--- config.mk ---
export PLATFORM = sky130hd
export DESIGN_NAME = playfair_digraph_encrypt_top
export DESIGN_NICKNAME = d
export VERILOG_FILES = /design/src/rtl/pfe_pkg.sv /design/src/rtl/playfair_digraph_encrypt_top.sv /design/src/rtl/pfe_csr.sv /design/src/rtl/pfe_square_build.sv /design/src/rtl/pfe_cipher.sv
export SDC_FILE = /design/constraint.sdc
export NUM_CORES = 1
export LEC_CHECK = 0
export ABC_CLOCK_PERIOD_IN_PS = 18900
export CAP_MARGIN = 20
export CELL_PAD_IN_SITES_DETAIL_PLACEMENT = 1
export CELL_PAD_IN_SITES_GLOBAL_PLACEMENT = 1
export CORE_ASPECT_RATIO = 1.4
export CORE_MARGIN = 3
export CORE_UTILIZATION = 55
export CTS_CLUSTER_DIAMETER = 50
export DETAILED_ROUTE_END_ITERATION = 6
export DONT_BUFFER_PORTS = 1
export GPL_ROUTABILITY_DRIVEN = 0
export PLACE_DENSITY_LB_ADDON = 0.05
export SETUP_SLACK_MARGIN = 0.02
export SLEW_MARGIN = 0
export SYNTH_ARGS = -nofsm -noshare
export SYNTH_HDL_FRONTEND = slang
export SYNTH_SLANG_ARGS = --single-unit
--- constraint.sdc ---
create_clock -name clock -period 18.9 [get_ports clock]
set_clock_uncertainty 0.15 [all_clocks]
set_input_delay 1.89 -clock clock [delete_from_list [all_inputs] [get_ports clock]]
set_output_delay 1.89 -clock clock [all_outputs]
set_load 0.01 [all_outputs]
--- src/rtl/pfe_pkg.sv ---
// Shared types, constants and helpers for the Playfair digraph encryptor.
package pfe_pkg;

   localparam int LETTER_W  = 5;
   localparam int ALPHABET  = 26;
   localparam int CELLS     = 25;
   localparam int SIDE      = 5;
   localparam int KEY_BITS  = CELLS * LETTER_W;
   localparam int REG_A_W   = 45;
   localparam int REG_B_W   = 45;
   localparam int REG_C_W   = 35;
   localparam int CSR_DATA_W = 64;
   localparam int CSR_ADDR_W = 5;

   typedef logic [LETTER_W-1:0] letter_type;
   typedef logic [CELLS-1:0][LETTER_W-1:0] square_type;

   localparam letter_type LETTER_I = 5'd8;
   localparam letter_type LETTER_J = 5'd9;

   typedef enum logic [1:0] {
      REG_KEY_A   = 2'd0,
      REG_KEY_B   = 2'd1,
      REG_KEY_C   = 2'd2,
      REG_KEY_LEN = 2'd3
   } reg_index_type;

   typedef enum logic [1:0] {
      BLD_START,
      BLD_KEY,
      BLD_FILL,
      BLD_DONE
   } build_state_type;

   // configuration as seen by the square builder
   typedef struct packed {
      logic                  wr;
      logic [LETTER_W-1:0]   key_length;
      logic [KEY_BITS-1:0]   key_bits;
   } csr_cfg_type;

   typedef struct packed {
      logic ready;
      logic key_bad;
   } square_status_type;

   function automatic letter_type fold_j(letter_type l);
      return (l == LETTER_J) ? LETTER_I : l;
   endfunction

endpackage

--- src/rtl/playfair_digraph_encrypt_top.sv ---
// Top level of the Playfair digraph encryptor.
// Encrypts one letter pair (A=0 .. Z=25) per transaction with a 5x5 key square.
// After reset and after every register write the square is rebuilt by a
// sequencer that places one letter per cycle; req_stall stays high until it
// is done. Once built, a pair is accepted every cycle unless rsp_stall backs
// up the result register; the lookup is a parallel compare against all 25
// square cells between the input and result registers.
// Write the key registers only while no transaction is in flight.
module playfair_digraph_encrypt_top (
   input  logic                            clock,
   input  logic                            reset,
   input  logic                            psel,
   input  logic                            penable,
   input  logic                            pwrite,
   input  logic [pfe_pkg::CSR_ADDR_W-1:0]  paddr,
   input  logic [pfe_pkg::CSR_DATA_W-1:0]  pwdata,
   output logic [pfe_pkg::CSR_DATA_W-1:0]  prdata,
   output logic                            pready,
   input  logic                            req_valid,
   output logic                            req_stall,
   input  logic [4:0]                      req_first_letter,
   input  logic [4:0]                      req_second_letter,
   output logic                            rsp_valid,
   input  logic                            rsp_stall,
   output logic [4:0]                      rsp_cipher_first,
   output logic [4:0]                      rsp_cipher_second,
   output logic                            rsp_pair_error,
   output logic                            rsp_key_error
);
   import pfe_pkg::*;

   csr_cfg_type        cfg;
   square_type         square;
   square_status_type  status;

   pfe_csr u_csr (
      .clock   (clock),
      .reset   (reset),
      .psel    (psel),
      .penable (penable),
      .pwrite  (pwrite),
      .paddr   (paddr),
      .pwdata  (pwdata),
      .prdata  (prdata),
      .pready  (pready),
      .cfg     (cfg)
   );

   pfe_square_build u_build (
      .clock  (clock),
      .reset  (reset),
      .cfg    (cfg),
      .square (square),
      .status (status)
   );

   pfe_cipher u_cipher (
      .clock             (clock),
      .reset             (reset),
      .square            (square),
      .status            (status),
      .req_valid         (req_valid),
      .req_stall         (req_stall),
      .req_first_letter  (req_first_letter),
      .req_second_letter (req_second_letter),
      .rsp_valid         (rsp_valid),
      .rsp_stall         (rsp_stall),
      .rsp_cipher_first  (rsp_cipher_first),
      .rsp_cipher_second (rsp_cipher_second),
      .rsp_pair_error    (rsp_pair_error),
      .rsp_key_error     (rsp_key_error)
   );

endmodule

--- src/rtl/pfe_csr.sv ---
// Configuration register file with an APB-style access port.
module pfe_csr (
   input  logic                            clock,
   input  logic                            reset,
   input  logic                            psel,
   input  logic                            penable,
   input  logic                            pwrite,
   input  logic [pfe_pkg::CSR_ADDR_W-1:0]  paddr,
   input  logic [pfe_pkg::CSR_DATA_W-1:0]  pwdata,
   output logic [pfe_pkg::CSR_DATA_W-1:0]  prdata,
   output logic                            pready,
   output pfe_pkg::csr_cfg_type            cfg
);
   import pfe_pkg::*;

   logic [REG_A_W-1:0]  key_a_ff;
   logic [REG_B_W-1:0]  key_b_ff;
   logic [REG_C_W-1:0]  key_c_ff;
   letter_type          key_len_ff;
   logic                wr_en;
   reg_index_type       reg_sel;

   assign pready  = 1'b1;
   assign wr_en   = psel & penable & pwrite;
   assign reg_sel = reg_index_type'(paddr[4:3]);

   always_ff @(posedge clock) begin
      if (reset) begin
         key_a_ff   <= '0;
         key_b_ff   <= '0;
         key_c_ff   <= '0;
         key_len_ff <= '0;
      end else if (wr_en) begin
         unique case (reg_sel)
            REG_KEY_A:   key_a_ff   <= pwdata[REG_A_W-1:0];
            REG_KEY_B:   key_b_ff   <= pwdata[REG_B_W-1:0];
            REG_KEY_C:   key_c_ff   <= pwdata[REG_C_W-1:0];
            REG_KEY_LEN: key_len_ff <= pwdata[LETTER_W-1:0];
            default: ;
         endcase
      end
   end

   always_comb begin
      unique case (reg_sel)
         REG_KEY_A:   prdata = CSR_DATA_W'(key_a_ff);
         REG_KEY_B:   prdata = CSR_DATA_W'(key_b_ff);
         REG_KEY_C:   prdata = CSR_DATA_W'(key_c_ff);
         REG_KEY_LEN: prdata = CSR_DATA_W'(key_len_ff);
         default:     prdata = '0;
      endcase
   end

   assign cfg.wr         = wr_en;
   assign cfg.key_length = key_len_ff;
   assign cfg.key_bits   = {key_c_ff, key_b_ff, key_a_ff};

endmodule

--- src/rtl/pfe_square_build.sv ---
// Sequencer that builds the 5x5 key square one letter per cycle.
module pfe_square_build (
   input  logic                       clock,
   input  logic                       reset,
   input  pfe_pkg::csr_cfg_type       cfg,
   output pfe_pkg::square_type        square,
   output pfe_pkg::square_status_type status
);
   import pfe_pkg::*;

   build_state_type        state_ff, state_in;
   logic [KEY_BITS-1:0]    shift_ff, shift_in;
   letter_type             idx_ff, idx_in;
   letter_type             cells_ff, cells_in;
   logic [ALPHABET-1:0]    used_ff, used_in;
   logic                   key_bad_ff, key_bad_in;
   square_type             square_ff;
   logic                   sq_we;
   letter_type             sq_addr;
   letter_type             sq_data;
   letter_type             len_cap;
   letter_type             cur;
   letter_type             cur_fold;

   assign len_cap  = (cfg.key_length > 5'(CELLS)) ? 5'(CELLS) : cfg.key_length;
   assign cur      = shift_ff[LETTER_W-1:0];
   assign cur_fold = fold_j(cur);

   always_ff @(posedge clock) begin
      if (reset) begin
         state_ff   <= BLD_START;
         idx_ff     <= '0;
         cells_ff   <= '0;
         used_ff    <= '0;
         key_bad_ff <= 1'b0;
      end else begin
         state_ff   <= state_in;
         idx_ff     <= idx_in;
         cells_ff   <= cells_in;
         used_ff    <= used_in;
         key_bad_ff <= key_bad_in;
      end
   end

   always_ff @(posedge clock) begin
      shift_ff <= shift_in;
      if (sq_we) begin
         square_ff[sq_addr] <= sq_data;
      end
   end

   always_comb begin
      state_in   = state_ff;
      shift_in   = shift_ff;
      idx_in     = idx_ff;
      cells_in   = cells_ff;
      used_in    = used_ff;
      key_bad_in = key_bad_ff;
      sq_we      = 1'b0;
      sq_addr    = cells_ff;
      sq_data    = cur_fold;
      unique case (state_ff)
         BLD_START: begin
            shift_in   = cfg.key_bits;
            idx_in     = '0;
            cells_in   = '0;
            used_in    = '0;
            key_bad_in = (cfg.key_length > 5'(CELLS));
            state_in   = BLD_KEY;
         end
         BLD_KEY: begin
            if (idx_ff == len_cap) begin
               idx_in   = '0;
               state_in = BLD_FILL;
            end else begin
               // letters above Z are flagged and skipped
               if (cur >= 5'(ALPHABET)) begin
                  key_bad_in = 1'b1;
               end else begin
                  if (used_ff[cur_fold]) begin
                     key_bad_in = 1'b1;
                  end
                  used_in[cur_fold] = 1'b1;
                  if (cells_ff < 5'(CELLS)) begin
                     sq_we    = 1'b1;
                     cells_in = cells_ff + 5'd1;
                  end
               end
               shift_in = shift_ff >> LETTER_W;
               idx_in   = idx_ff + 5'd1;
            end
         end
         BLD_FILL: begin
            sq_data = idx_ff;
            if (idx_ff != LETTER_J && !used_ff[idx_ff] && cells_ff < 5'(CELLS)) begin
               sq_we    = 1'b1;
               cells_in = cells_ff + 5'd1;
            end
            if (idx_ff == 5'(ALPHABET - 1)) begin
               state_in = BLD_DONE;
            end else begin
               idx_in = idx_ff + 5'd1;
            end
         end
         BLD_DONE: ;
         default: state_in = BLD_START;
      endcase
      // any register write restarts the build
      if (cfg.wr) begin
         state_in = BLD_START;
      end
   end

   assign square         = square_ff;
   assign status.ready   = (state_ff == BLD_DONE);
   assign status.key_bad = key_bad_ff;

endmodule

--- src/rtl/pfe_cipher.sv ---
// Two-register encryption datapath: input register, cell match logic, result register.
module pfe_cipher (
   input  logic                       clock,
   input  logic                       reset,
   input  pfe_pkg::square_type        square,
   input  pfe_pkg::square_status_type status,
   input  logic                       req_valid,
   output logic                       req_stall,
   input  pfe_pkg::letter_type        req_first_letter,
   input  pfe_pkg::letter_type        req_second_letter,
   output logic                       rsp_valid,
   input  logic                       rsp_stall,
   output pfe_pkg::letter_type        rsp_cipher_first,
   output pfe_pkg::letter_type        rsp_cipher_second,
   output logic                       rsp_pair_error,
   output logic                       rsp_key_error
);
   import pfe_pkg::*;

   logic              s1_valid_ff;
   letter_type        s1_first_ff;
   letter_type        s1_second_ff;
   logic              rsp_valid_ff;
   letter_type        c1_ff, c1_in;
   letter_type        c2_ff, c2_in;
   logic              pair_err_ff, pair_err_in;
   logic              key_err_ff;
   logic              s2_open;
   logic              s1_move;
   logic              req_take;
   letter_type        p_fold;
   letter_type        q_fold;
   logic [CELLS-1:0]  m1, m2;
   logic [SIDE-1:0]   r1, r2, k1, k2;
   logic              same_row, same_col;
   logic [CELLS-1:0]  sel1, sel2;
   letter_type        pick1, pick2;

   assign s2_open   = !rsp_valid_ff || !rsp_stall;
   assign s1_move   = s1_valid_ff && s2_open;
   assign req_stall = !status.ready || (s1_valid_ff && !s2_open);
   assign req_take  = req_valid && !req_stall;

   always_ff @(posedge clock) begin
      if (reset) begin
         s1_valid_ff  <= 1'b0;
         rsp_valid_ff <= 1'b0;
      end else begin
         if (req_take) begin
            s1_valid_ff <= 1'b1;
         end else if (s1_move) begin
            s1_valid_ff <= 1'b0;
         end
         if (s1_move) begin
            rsp_valid_ff <= 1'b1;
         end else if (s2_open) begin
            rsp_valid_ff <= 1'b0;
         end
      end
   end

   always_ff @(posedge clock) begin
      if (req_take) begin
         s1_first_ff  <= req_first_letter;
         s1_second_ff <= req_second_letter;
      end
      if (s1_move) begin
         c1_ff       <= c1_in;
         c2_ff       <= c2_in;
         pair_err_ff <= pair_err_in;
         key_err_ff  <= status.key_bad;
      end
   end

   assign p_fold = fold_j(s1_first_ff);
   assign q_fold = fold_j(s1_second_ff);
   assign pair_err_in = (s1_first_ff >= 5'(ALPHABET)) || (s1_second_ff >= 5'(ALPHABET))
                        || (p_fold == q_fold);

   // one-hot cell match, then row and column of each letter
   for (genvar i = 0; i < CELLS; i++) begin : g_match
      assign m1[i] = (square[i] == p_fold);
      assign m2[i] = (square[i] == q_fold);
   end

   for (genvar r = 0; r < SIDE; r++) begin : g_rowcol
      assign r1[r] = |m1[r*SIDE +: SIDE];
      assign r2[r] = |m2[r*SIDE +: SIDE];
      always_comb begin
         k1[r] = 1'b0;
         k2[r] = 1'b0;
         for (int j = 0; j < SIDE; j++) begin
            k1[r] = k1[r] | m1[j*SIDE + r];
            k2[r] = k2[r] | m2[j*SIDE + r];
         end
      end
   end

   assign same_row = |(r1 & r2);
   assign same_col = |(k1 & k2);

   for (genvar r = 0; r < SIDE; r++) begin : g_sel_row
      for (genvar c = 0; c < SIDE; c++) begin : g_sel_col
         localparam int CP = (c + SIDE - 1) % SIDE;
         localparam int RP = (r + SIDE - 1) % SIDE;
         assign sel1[r*SIDE + c] = same_row ? (r1[r] & k1[CP]) :
                                   same_col ? (r1[RP] & k1[c]) : (r1[r] & k2[c]);
         assign sel2[r*SIDE + c] = same_row ? (r2[r] & k2[CP]) :
                                   same_col ? (r2[RP] & k2[c]) : (r2[r] & k1[c]);
      end
   end

   always_comb begin
      pick1 = '0;
      pick2 = '0;
      for (int i = 0; i < CELLS; i++) begin
         pick1 = pick1 | (sel1[i] ? square[i] : '0);
         pick2 = pick2 | (sel2[i] ? square[i] : '0);
      end
      // drop the letters on any error
      if (pair_err_in || status.key_bad) begin
         c1_in = '0;
         c2_in = '0;
      end else begin
         c1_in = pick1;
         c2_in = pick2;
      end
   end

   assign rsp_valid         = rsp_valid_ff;
   assign rsp_cipher_first  = c1_ff;
   assign rsp_cipher_second = c2_ff;
   assign rsp_pair_error    = pair_err_ff;
   assign rsp_key_error     = key_err_ff;

   a_no_j_out: assert property (@(posedge clock) disable iff (reset)
      rsp_valid_ff |-> (c1_ff != LETTER_J && c2_ff != LETTER_J))
      else $error("cipher letter J on output");

   a_err_zero: assert property (@(posedge clock) disable iff (reset)
      (rsp_valid_ff && (pair_err_ff || key_err_ff)) |-> (c1_ff == '0 && c2_ff == '0))
      else $error("nonzero cipher letters with an error flag");

   a_distinct: assert property (@(posedge clock) disable iff (reset)
      (rsp_valid_ff && !pair_err_ff && !key_err_ff) |-> (c1_ff != c2_ff))
      else $error("equal cipher letters for a valid pair");

   a_build_idle: assert property (@(posedge clock) disable iff (reset)
      (!status.ready && !s1_valid_ff) |=> !s1_valid_ff)
      else $error("pair accepted while the square is not ready");

endmodule

==> results.txt, run 1 <==
The first-pass GRT wire length was 141000 um; the slack of the worst reg-to-reg path was 10.90 ns. The worst max-slew margin expressed relative to the limit is 13.7%. The data arrival time of the critical path is 8.23 ns, and the overall overflow remaining after global route is 0.

The fraction of the cycle the final worst path needs came out at 42.3%. The cell count after synthesis came out at 2359. Clock tree synthesis selected as its root buffer the cell clkbuf_16. The tools report the critical path data required time as 19.13 ns. In this run, synthesis produced a sequential element count of 443.

The longest clock path from root to sink contains 3 buffers. The checks that failed: design-rule violations. For the H-tree depth, the log shows 2. At the pin with the least slew margin, the transition time is 1.29 ns. In this run the core area contains 89 standard-cell rows. The critical path in this run is classified as reg2reg.

The worst-case IR drop observed on VDD is 0.0985 mV. The sort of element at the start of the critical path was a flip-flop. The hold path depth works out to 0.

The worst hold path begins at u_build.key_bad_ff. The region available for standard cell placement spans 42400 um^2. The placed wire-length estimate is 63900 um, and the sequential cell area fraction in the yosys report is 48.6%. The per-instance average area after synthesis was 10.1 um^2.

Sorting the synthesized cells by area gives the leading types as edfxtp_1 (34%), dfxtp_1 (14%), xor2_1 (6.2%). For this run, asynchronously set or reset flops after synthesis account for 0%. Relative to the synthesized area, the layout overhead comes to 7.31%. The clock drives 443 sinks. The final hold violation count came out at 0.

In this run the cell area of the synthesized design comes to 23800 um^2. Setup violations remaining at the end of the flow were counted as 0. Of the cells placed in the final design, the portion with a size suffix greater than 1 is 11.7%.

The highest fanout seen on the critical path is 58, and the count of input and output buffers is 0. Counting I/O delays and the setup requirement, the final critical path takes 8.00 ns. Prior to clock tree synthesis, the placed netlist has a worst setup slack of 11.40 ns. The top flip-flop cell by instance count after synthesis was edfxtp_1.

Summed over all cells, the static leakage comes to 8.69 nW. The tools report the overall routing resource usage as 41.6%. Die area: 45900 um^2. TritonCTS built the clock tree. The tools report the filler cell count as 4498. The tools report the initial detailed-routing violation count as 2254. The initial antenna violation count came out at 9. The worst-case reg-to-reg path depth was 14; the pin count of the biggest net entering global routing was 147. Setup slack on the critical path of the routed design comes to 10.90 ns. The die is 182 um wide. Dividing the detail-routed wire length by the instance count gives 33.5 um.

The logs give 0.57 ns for the worst-skew pair later-pin latency and 0 for the count of synthesis-stage warnings from yosys. During I/O placement, the number of pins put on the boundary was 165. Clock-pin slew was measured on the worst setup and hold paths at 0.06 ns. The path with the worst hold slack has its endpoint at u_cipher.rsp_key_error.

For this run, design rule violations remaining after detail routing come to 5. Via count of the first global-routing pass: 20.8k. The flow ran to the end, but the final reports show violations. Category of the worst setup path capture point: a flip-flop. Buffers inserted during clock tree synthesis total 44.

Across the run, the number of max-cap violations was 0. Before antenna repair, the detailed router went through 7 iterations. Initial core utilization: 56.2%. Yosys mapped a number of flops with a built-in enable equal to 272. The count of hold buffers inserted by post-cts repair was 0; the post-detailed-route count of antenna-violating nets was 0. The setup TNS was 0 ns. The tools report the origin of the critical flop-to-flop path as u_cipher.s1_second_ff[3].

Summed over its instances, the top area cell type makes up 34.3% of the synthesized netlist area. Of all cell types, the one taking the most synthesized area is edfxtp_1. The tools report the end of the worst register-to-register path as u_cipher.rsp_cipher_second[0]. The maximum frequency from static timing analysis was 125 MHz.

The tools report the number of instances resized during post-cts repair as 0. The die is 252 um tall. For this design the ratio of total power to cell area is 120 nW/um^2. Dividing the detail-routed via count by the number of cells gives 7.04. The tightest min-delay check is of the reg2reg type. Total routed wirelength: 96200 um. For the number of max-slew violations in the final report, the log shows 0.

Setup repair after global routing left no endpoint under its margin. The run gives 20.2k as the number of vias in the routed layout. After the last flow step, the layout net total stands at 2379. In this run, distinct cell masters in the synthesized netlist total 82. Once the clock tree was built, the setup fixing pass inserted 0 buffers.
critical path, stage by stage (launching register included):
cell and delay, ns:
edfxtp_1 0.33, buf_4 0.48, or4b_1 0.62, a21boi_0 0.92
nor3_1 0.18, a21oi_1 0.38, nand4_1 0.78, a22oi_4 0.58
and3_2 0.24, buf_4 0.52, nand2_1 0.71, o22a_1 0.52
o2111ai_1 1.02, nor4_1 0.10, a31oi_1 0.26
Yosys cell counts (27+ instances only):
| master | n |
|---|---|
| inv_1 | 31 |
| a21oi_1 | 176 |
| buf_2 | 37 |
| edfxtp_1 | 272 |
| o21ai_0 | 82 |
| nand4_1 | 58 |
| clkbuf_1 | 100 |
| nor3_1 | 46 |
| mux2i_1 | 64 |
| xor2_1 | 168 |
| a22oi_1 | 52 |
| buf_4 | 27 |
| nand3_1 | 44 |
| xnor2_1 | 60 |
| nor2_1 | 99 |
| nor4_1 | 41 |
| nand2_1 | 389 |
| dfxtp_1 | 171 |
| mux2_2 | 125 |
placed cells by master (no fill, tap or decap), types with 10 or more instances in the layout:
| master | netlist | final |
|---|---|---|
| nand2_1 | 389 | 388 |
| edfxtp_1 | 272 | 272 |
| a21oi_1 | 176 | 176 |
| dfxtp_1 | 171 | 171 |
| xor2_1 | 168 | 168 |
| mux2_2 | 125 | 125 |
| nor2_1 | 99 | 99 |
| o21ai_0 | 82 | 81 |
| mux2i_1 | 64 | 64 |
| xnor2_1 | 60 | 60 |
| nand4_1 | 58 | 58 |
| a22oi_1 | 52 | 52 |
| clkbuf_16 | 0 | 46 |
| nand3_1 | 44 | 44 |
| nor3_1 | 46 | 44 |
| nor4_1 | 41 | 41 |
| inv_1 | 31 | 31 |
| buf_4 | 27 | 30 |
| and4_1 | 20 | 20 |
| conb_1 | 2 | 20 |
| a222oi_1 | 18 | 18 |
| a22o_1 | 18 | 18 |
| or3_1 | 16 | 15 |
| and2_1 | 14 | 13 |
| a31oi_1 | 13 | 13 |
| o22ai_1 | 13 | 13 |
| mux4_2 | 12 | 12 |
| nor2b_1 | 12 | 11 |
| o211ai_1 | 11 | 11 |
| and3_1 | 12 | 11 |
| ha_1 | 11 | 10 |
| clkbuf_1 | 100 | 10 |
flip-flops by register name, indices dropped and copies added, names as in the netlist, 5 cells and up:
register / cells
u_build.shift_ff: 125
u_build.square: 125
u_csr.key_a_ff: 45
u_csr.key_b_ff: 45
u_csr.key_c_ff: 35
u_build.used_ff: 26
u_build.cells_ff: 5
u_build.idx_ff: 5
u_cipher.rsp_cipher_first: 5
u_cipher.rsp_cipher_second: 5
u_cipher.s1_first_ff: 5
u_cipher.s1_second_ff: 5
u_csr.key_len_ff: 5
power breakdown:
group	internal, mW	total (mW)	switching, mW
Sequential	1.32	1.44	0.112
Clock	0.510	0.906	0.396
Combinational	0.230	0.730	0.500
Total	2.06	3.07	1.01
through the flow:
stage                     total power, mW  utilization, %  cells  cell area [um^2]  hold slack (ns)
after detailed placement             2.15            56.6   2777             24000            0.268
after global placement               2.12            56.6   2777             24000            0.260
after global routing                 3.16            60.2   2864             25500            0.310
after floorplan                      1.91               -   2377             23900            0.255
final                                3.07            60.3   2873             25600            0.292
after CTS                            3.05            60.1   2859             25500            0.291
metal layers:
metal | vias to the layer above | track usage [%] | share of wire [%] | wire length [um]
li1 | 8438 | - | - | -
met1 | 9924 | 41.8 | 32 | 30300
met2 | 1284 | 67.5 | 47 | 45400
met3 | 582 | 16.7 | 10 | 9920
met4 | 2 | 34.5 | 11 | 10500
met5 | - | 0 | 0.012 | 12
how the worst max path moves through the flow:
| stage | from | end | slack (ns) |
|---|---|---|---|
| after detailed placement | u_cipher.s1_second_ff[3] | u_cipher.rsp_cipher_first[1] | 11.40 |
| after global placement | u_cipher.s1_second_ff[3] | u_cipher.rsp_cipher_first[1] | 11.55 |
| after floorplan | u_build.idx_ff[0] | u_build.key_bad_ff | 12.80 |
| after CTS | u_cipher.s1_second_ff[3] | u_cipher.rsp_cipher_first[1] | 11.37 |
| final | u_cipher.s1_second_ff[3] | u_cipher.rsp_cipher_second[0] | 10.90 |
| after global routing | u_cipher.s1_second_ff[3] | u_cipher.rsp_cipher_second[0] | 10.63 |
logic make-up after synthesis:
logic type / after synthesis / synth area share (%)
AND/OR/NAND/NOR: 797 / 15.9
AO/OA/AOI/OAI: 469 / 12.7
flip-flops: 443 / 48.6
XOR/XNOR: 228 / 8.38
buffers and inverters: 206 / 3.90
multiplexers: 203 / 9.85
adder cells (fa/ha/maj): 11 / 0.578
other: 2 / 0.0315
layout make-up:
class	instances	area (um^2)	area share, %
Clock buffer	60	1240	4.86
Tap cell	546	683	2.67
Multi-Input combinational cell	1728	11400	44.7
Antenna cell	9	22.5	0.0881
Sequential cell	443	11600	45.3
Timing Repair Buffer	34	253	0.988
Inverter	31	116	0.455
Clock inverter	22	230	0.900
No activity file was read; power rests on OpenSTA's default activity.
==> run 2, diff against run 1 <==
--- a/config.mk
+++ b/config.mk
@@ -5,13 +5,14 @@
 export SDC_FILE = /design/constraint.sdc
 export NUM_CORES = 1
 export LEC_CHECK = 0
-export ABC_CLOCK_PERIOD_IN_PS = 18900
+export ABC_AREA = 1
+export ABC_CLOCK_PERIOD_IN_PS = 6900
 export CAP_MARGIN = 20
 export CELL_PAD_IN_SITES_DETAIL_PLACEMENT = 1
 export CELL_PAD_IN_SITES_GLOBAL_PLACEMENT = 1
 export CORE_ASPECT_RATIO = 1.4
 export CORE_MARGIN = 3
-export CORE_UTILIZATION = 55
+export CORE_UTILIZATION = 43
 export CTS_CLUSTER_DIAMETER = 50
 export DETAILED_ROUTE_END_ITERATION = 6
 export DONT_BUFFER_PORTS = 1
==> constraint.sdc (replaced) <==
create_clock -name clock -period 6.9 [get_ports clock]
set_clock_uncertainty 0.15 [all_clocks]
set_input_delay 0.69 -clock clock [delete_from_list [all_inputs] [get_ports clock]]
set_output_delay 0.69 -clock clock [all_outputs]
set_load 0.01 [all_outputs]
==> run 2 against run 1 <==
The flow now finishes without violations. Flip-flop and latch count is the same. Worst setup slack lost 9.7 ns. Utilization shrank 13 points. Clock power grew to 3.0 times the previous value. First-iteration DRC count shrank 31%. Register-to-register slack lost 9.7 ns. Non-clock buffer count grew 31.
==> results.txt, run 2 <==
The tools report the count of non-filler cells in the finished layout as 4148 (was 2873). The path category of the worst min-delay check is in2reg (was reg2reg). The total routed wirelength is 109000 um (was 96200 um). The first-pass GRT wire length came out at 160000 um (was 141000 um). For the number of instances resized during post-cts repair, the log shows 0 (unchanged). Cell type contributing the most total cell area after synthesis: edfxtp_1 (unchanged).

For the overall overflow remaining after global route, the log shows 0 (unchanged). The commonest non-fill, non-tap cell in the layout is nand2_1 (unchanged). The critical path data required time is 7.09 ns (was 19.13 ns).

The logs give 102 (was 147) for the pin count of the biggest net entering global routing and 0.63 ns (was 0.57 ns) for the worst-skew pair later-pin latency. The highest fanout seen on the critical path works out to 19 (was 58). The initial core utilization was 43.8% (was 56.2%). Top post-synthesis cells by count: nand2_1 (903), nor2_1 (436), nand3_1 (369) (was nand2_1 (389), edfxtp_1 (272), a21oi_1 (176)). Commonest non-fill, non-tap cells in the layout: nand2_1 (903), nor2_1 (434), nand3_1 (369), edfxtp_1 (272), inv_1 (268) (was nand2_1 (388), edfxtp_1 (272), a21oi_1 (176), dfxtp_1 (171), xor2_1 (168)). The tools report the number of clock buffers inserted by TritonCTS as 51 (was 44).

The number of storage elements in the synthesis netlist was 443 (unchanged). The tools report the data arrival time of the critical path as 5.92 ns (was 8.23 ns). Setup repair after global routing left no endpoint under its margin. The tools report the final hold violation count as 0 (unchanged).

The worst path setup slack after routing came out at 1.17 ns (was 10.90 ns). The number of max-slew violations in the final report is 0 (unchanged). The sort of element at the start of the critical path is a flip-flop (unchanged). For the final instance area, the log shows 28100 um^2 (was 25600 um^2). The clock transition at the registers of the reported paths is 0.06 ns (about the same), and the post-detailed-route count of antenna-violating nets is 0 (unchanged). The logs give 4039 (was 2777) for the number of cells in the design after placement and 56 (was 82) for the number of different library cells in the post-synthesis netlist. The fraction of the cycle the final worst path needs works out to 83.1% (was 42.3%). Final total power: 9.19 mW (was 3.07 mW). The origin of the critical flop-to-flop path was u_cipher.s1_first_ff[1] (was u_cipher.s1_second_ff[3]). The maximum frequency from static timing analysis was 174 MHz (was 125 MHz). The per-instance average area after synthesis was 7.60 um^2 (was 10.1 um^2); the standard cell area after detailed placement was 26300 um^2 (was 24000 um^2).

For the count of boundary I/O pins, the log shows 165 (unchanged). The tools report the number of rows created at floorplan as 105 (was 89). The via count of the first global-routing pass is 25.6k (was 20.8k), and the areal power density over the cells is 327 nW/um^2 (was 120 nW/um^2). The count of unresolved DRC violations after routing was 0 (was 5); the routed wirelength normalized by instance count was 26.2 um (was 33.5 um). The leakage power total was 11.5 nW (was 8.69 nW); the H-tree depth was 2 (unchanged). The transition at the pin with the smallest max-transition slack works out to 1.16 ns (was 1.29 ns). The tools report the netlist area before placement as 25800 um^2 (was 23800 um^2). The overall routing resource usage came out at 34.2% (was 41.6%).

The top cell type's share of synthesized area is 31.6% (was 34.3%). Cell at the root of the clock tree: clkbuf_16 (unchanged). The initial antenna violation count is 2 (was 9), and the mean number of vias per cell is 5.84 (was 7.04). The number of vias in the routed layout came out at 24.2k (was 20.2k).

The placed wire-length estimate is 76300 um (was 63900 um). The class of the most critical setup path is reg2reg (unchanged). The setup TNS was 0 ns (unchanged); the sequential cell area fraction in the yosys report was 44.9% (was 48.6%). X dimension of the die: 213 um (was 182 um). The count of hold buffers inserted by post-cts repair came out at 6 (was 0).

Area contributors post-synth: edfxtp_1 (32%), dfxtp_1 (13%), nand2_1 (13%) (was edfxtp_1 (34%), dfxtp_1 (14%), xor2_1 (6.2%)). Vertical die dimension: 296 um (was 252 um). The category of the worst setup path capture point was a flip-flop (unchanged). TritonCTS built the clock tree. The number of synthesized flops with an enable pin is 272 (unchanged), and the peak ir drop on the vdd network is 0.328 mV (was 0.0985 mV). The pre-CTS setup slack is 1.66 ns (was 11.40 ns), and the maximum count of clock buffers along a single path is 3 (unchanged). The count of buffers added by post-CTS timing repair for setup is 0 (unchanged).

The initial detailed-routing violation count came out at 1564 (was 2254). The detailed-router iteration count before antenna repair came out at 5 (was 7). The net count reported at finish is 3447 (was 2379), and the count of input and output buffers is 0 (unchanged). The run finished with clean final reports.

Area of the core: 59000 um^2 (was 42400 um^2). Startpoint of the lowest-slack hold path: req_second_letter[3] (was u_build.key_bad_ff). The area growth from synthesis to layout was 8.87% (was 7.31%); the die area was 63000 um^2 (was 45900 um^2). The run gives 443 (unchanged) as the clock sink total.

The top flip-flop cell by instance count after synthesis was edfxtp_1 (unchanged). The max-capacitance violation count was 0 (unchanged); the post-synthesis instance total was 3397 (was 2359). The most instantiated library cell after synthesis is nand2_1 (unchanged). The proportion of register bits with asynchronous set or reset after synthesis came out at 0% (unchanged). The shortest period the worst path allows is 5.73 ns (was 8.00 ns), and the count of synthesis-stage warnings from yosys is 0 (unchanged). The tools report the worst max-slew margin expressed relative to the limit as 22.4% (was 13.7%). The startpoint of the worst setup timing path was u_cipher.s1_first_ff[1] (was u_cipher.s1_second_ff[3]). The count of final setup violators was 0 (unchanged); the share of cells above drive strength 1 was 7.43% (was 11.7%).
run 2: changes by cell type after synthesis, sizes merged, moves of 43 or more:
cell,delta
nor2,+352
xor2,-130
inv,+250
xnor2,+57
nor4,-43
mux2,-125
a22oi,-53
nand3,+353
o21ai,+167
mux2i,-66
nand2,+532
run 2: report_power, final:
group | switching [mW] | total, mW | internal, mW | leakage [nW]
sequential | 0.198 | 3.79 | 3.59 | 3.99
clock | 1.22 | 2.71 | 1.49 | 0.812
combinational | 2.12 | 2.69 | 0.573 | 6.73
total | 3.54 | 9.19 | 5.65 | 11.5
run 2: final cells by class:
cell class	instances	area, um^2
fillers	7374	30900
well taps	749	937
inverters	287	1080
diodes	6	15.0
flip-flops and latches	443	11600
clock inverters	25	241
repair buffers	65	523
multi-input cells	2502	12300
clock buffers	71	1430
run 2: final timing paths:
check | slack, ns | to | depth (start not counted)
hold / removal | 0.02 | u_cipher.s1_second_ff[3] | 0
hold reg to reg | 0.32 | u_build.used_ff[19] | 2
setup reg to reg | 1.17 | u_cipher.rsp_cipher_first[2] | 19
setup / recovery | 1.17 | u_cipher.rsp_cipher_first[2] | 19
run 2: cells by family (layout without fill, tap and decap cells):
family          Yosys count  count (layout)  synth area share (%)
simple gates           1816            1816                  30.0
compound gates          500             500                  11.1
other cells               2              26                0.0291
xor+xnor                155             155                  5.29
buf+inv                 470             448                  8.11
fa+ha+maj                11              11                 0.533
flops                   443             443                  44.9
run 2: worst max-delay path: stages (launching register included):
cell	delay, ns
edfxtp_1	0.59
buf_4	0.34
nor2_4	0.09
nand2_8	0.24
nand2_4	0.21
inv_2	0.48
nor2_1	0.08
nor2_1	0.43
inv_1	0.13
nand4_1	0.13
nand2_1	0.10
nand2_2	0.32
buf_4	0.40
o22ai_2	0.21
nand3_1	0.14
nand2_1	0.19
nor2_1	0.22
nand2_1	0.08
nor2_1	0.74
a21oi_2	0.14
run 2: stage by stage:
stage	util, %	hold slack, ns
floorplan	-	0.273
global placement	44.6	0.302
detailed placement	44.7	0.312
CTS	47.6	0.00415
global route	47.6	0.00389
finish	47.6	0.0242
run 2: per-layer routing:
layer  global-route usage [%]  vias to the layer above  wire length (um)
met4                     27.0                        0             10200
met5                        0                        -                 0
li1                         -                    11100                 -
met1                     35.2                    11800             37600
met2                     59.2                      952             53000
met3                     8.51                      417              7750
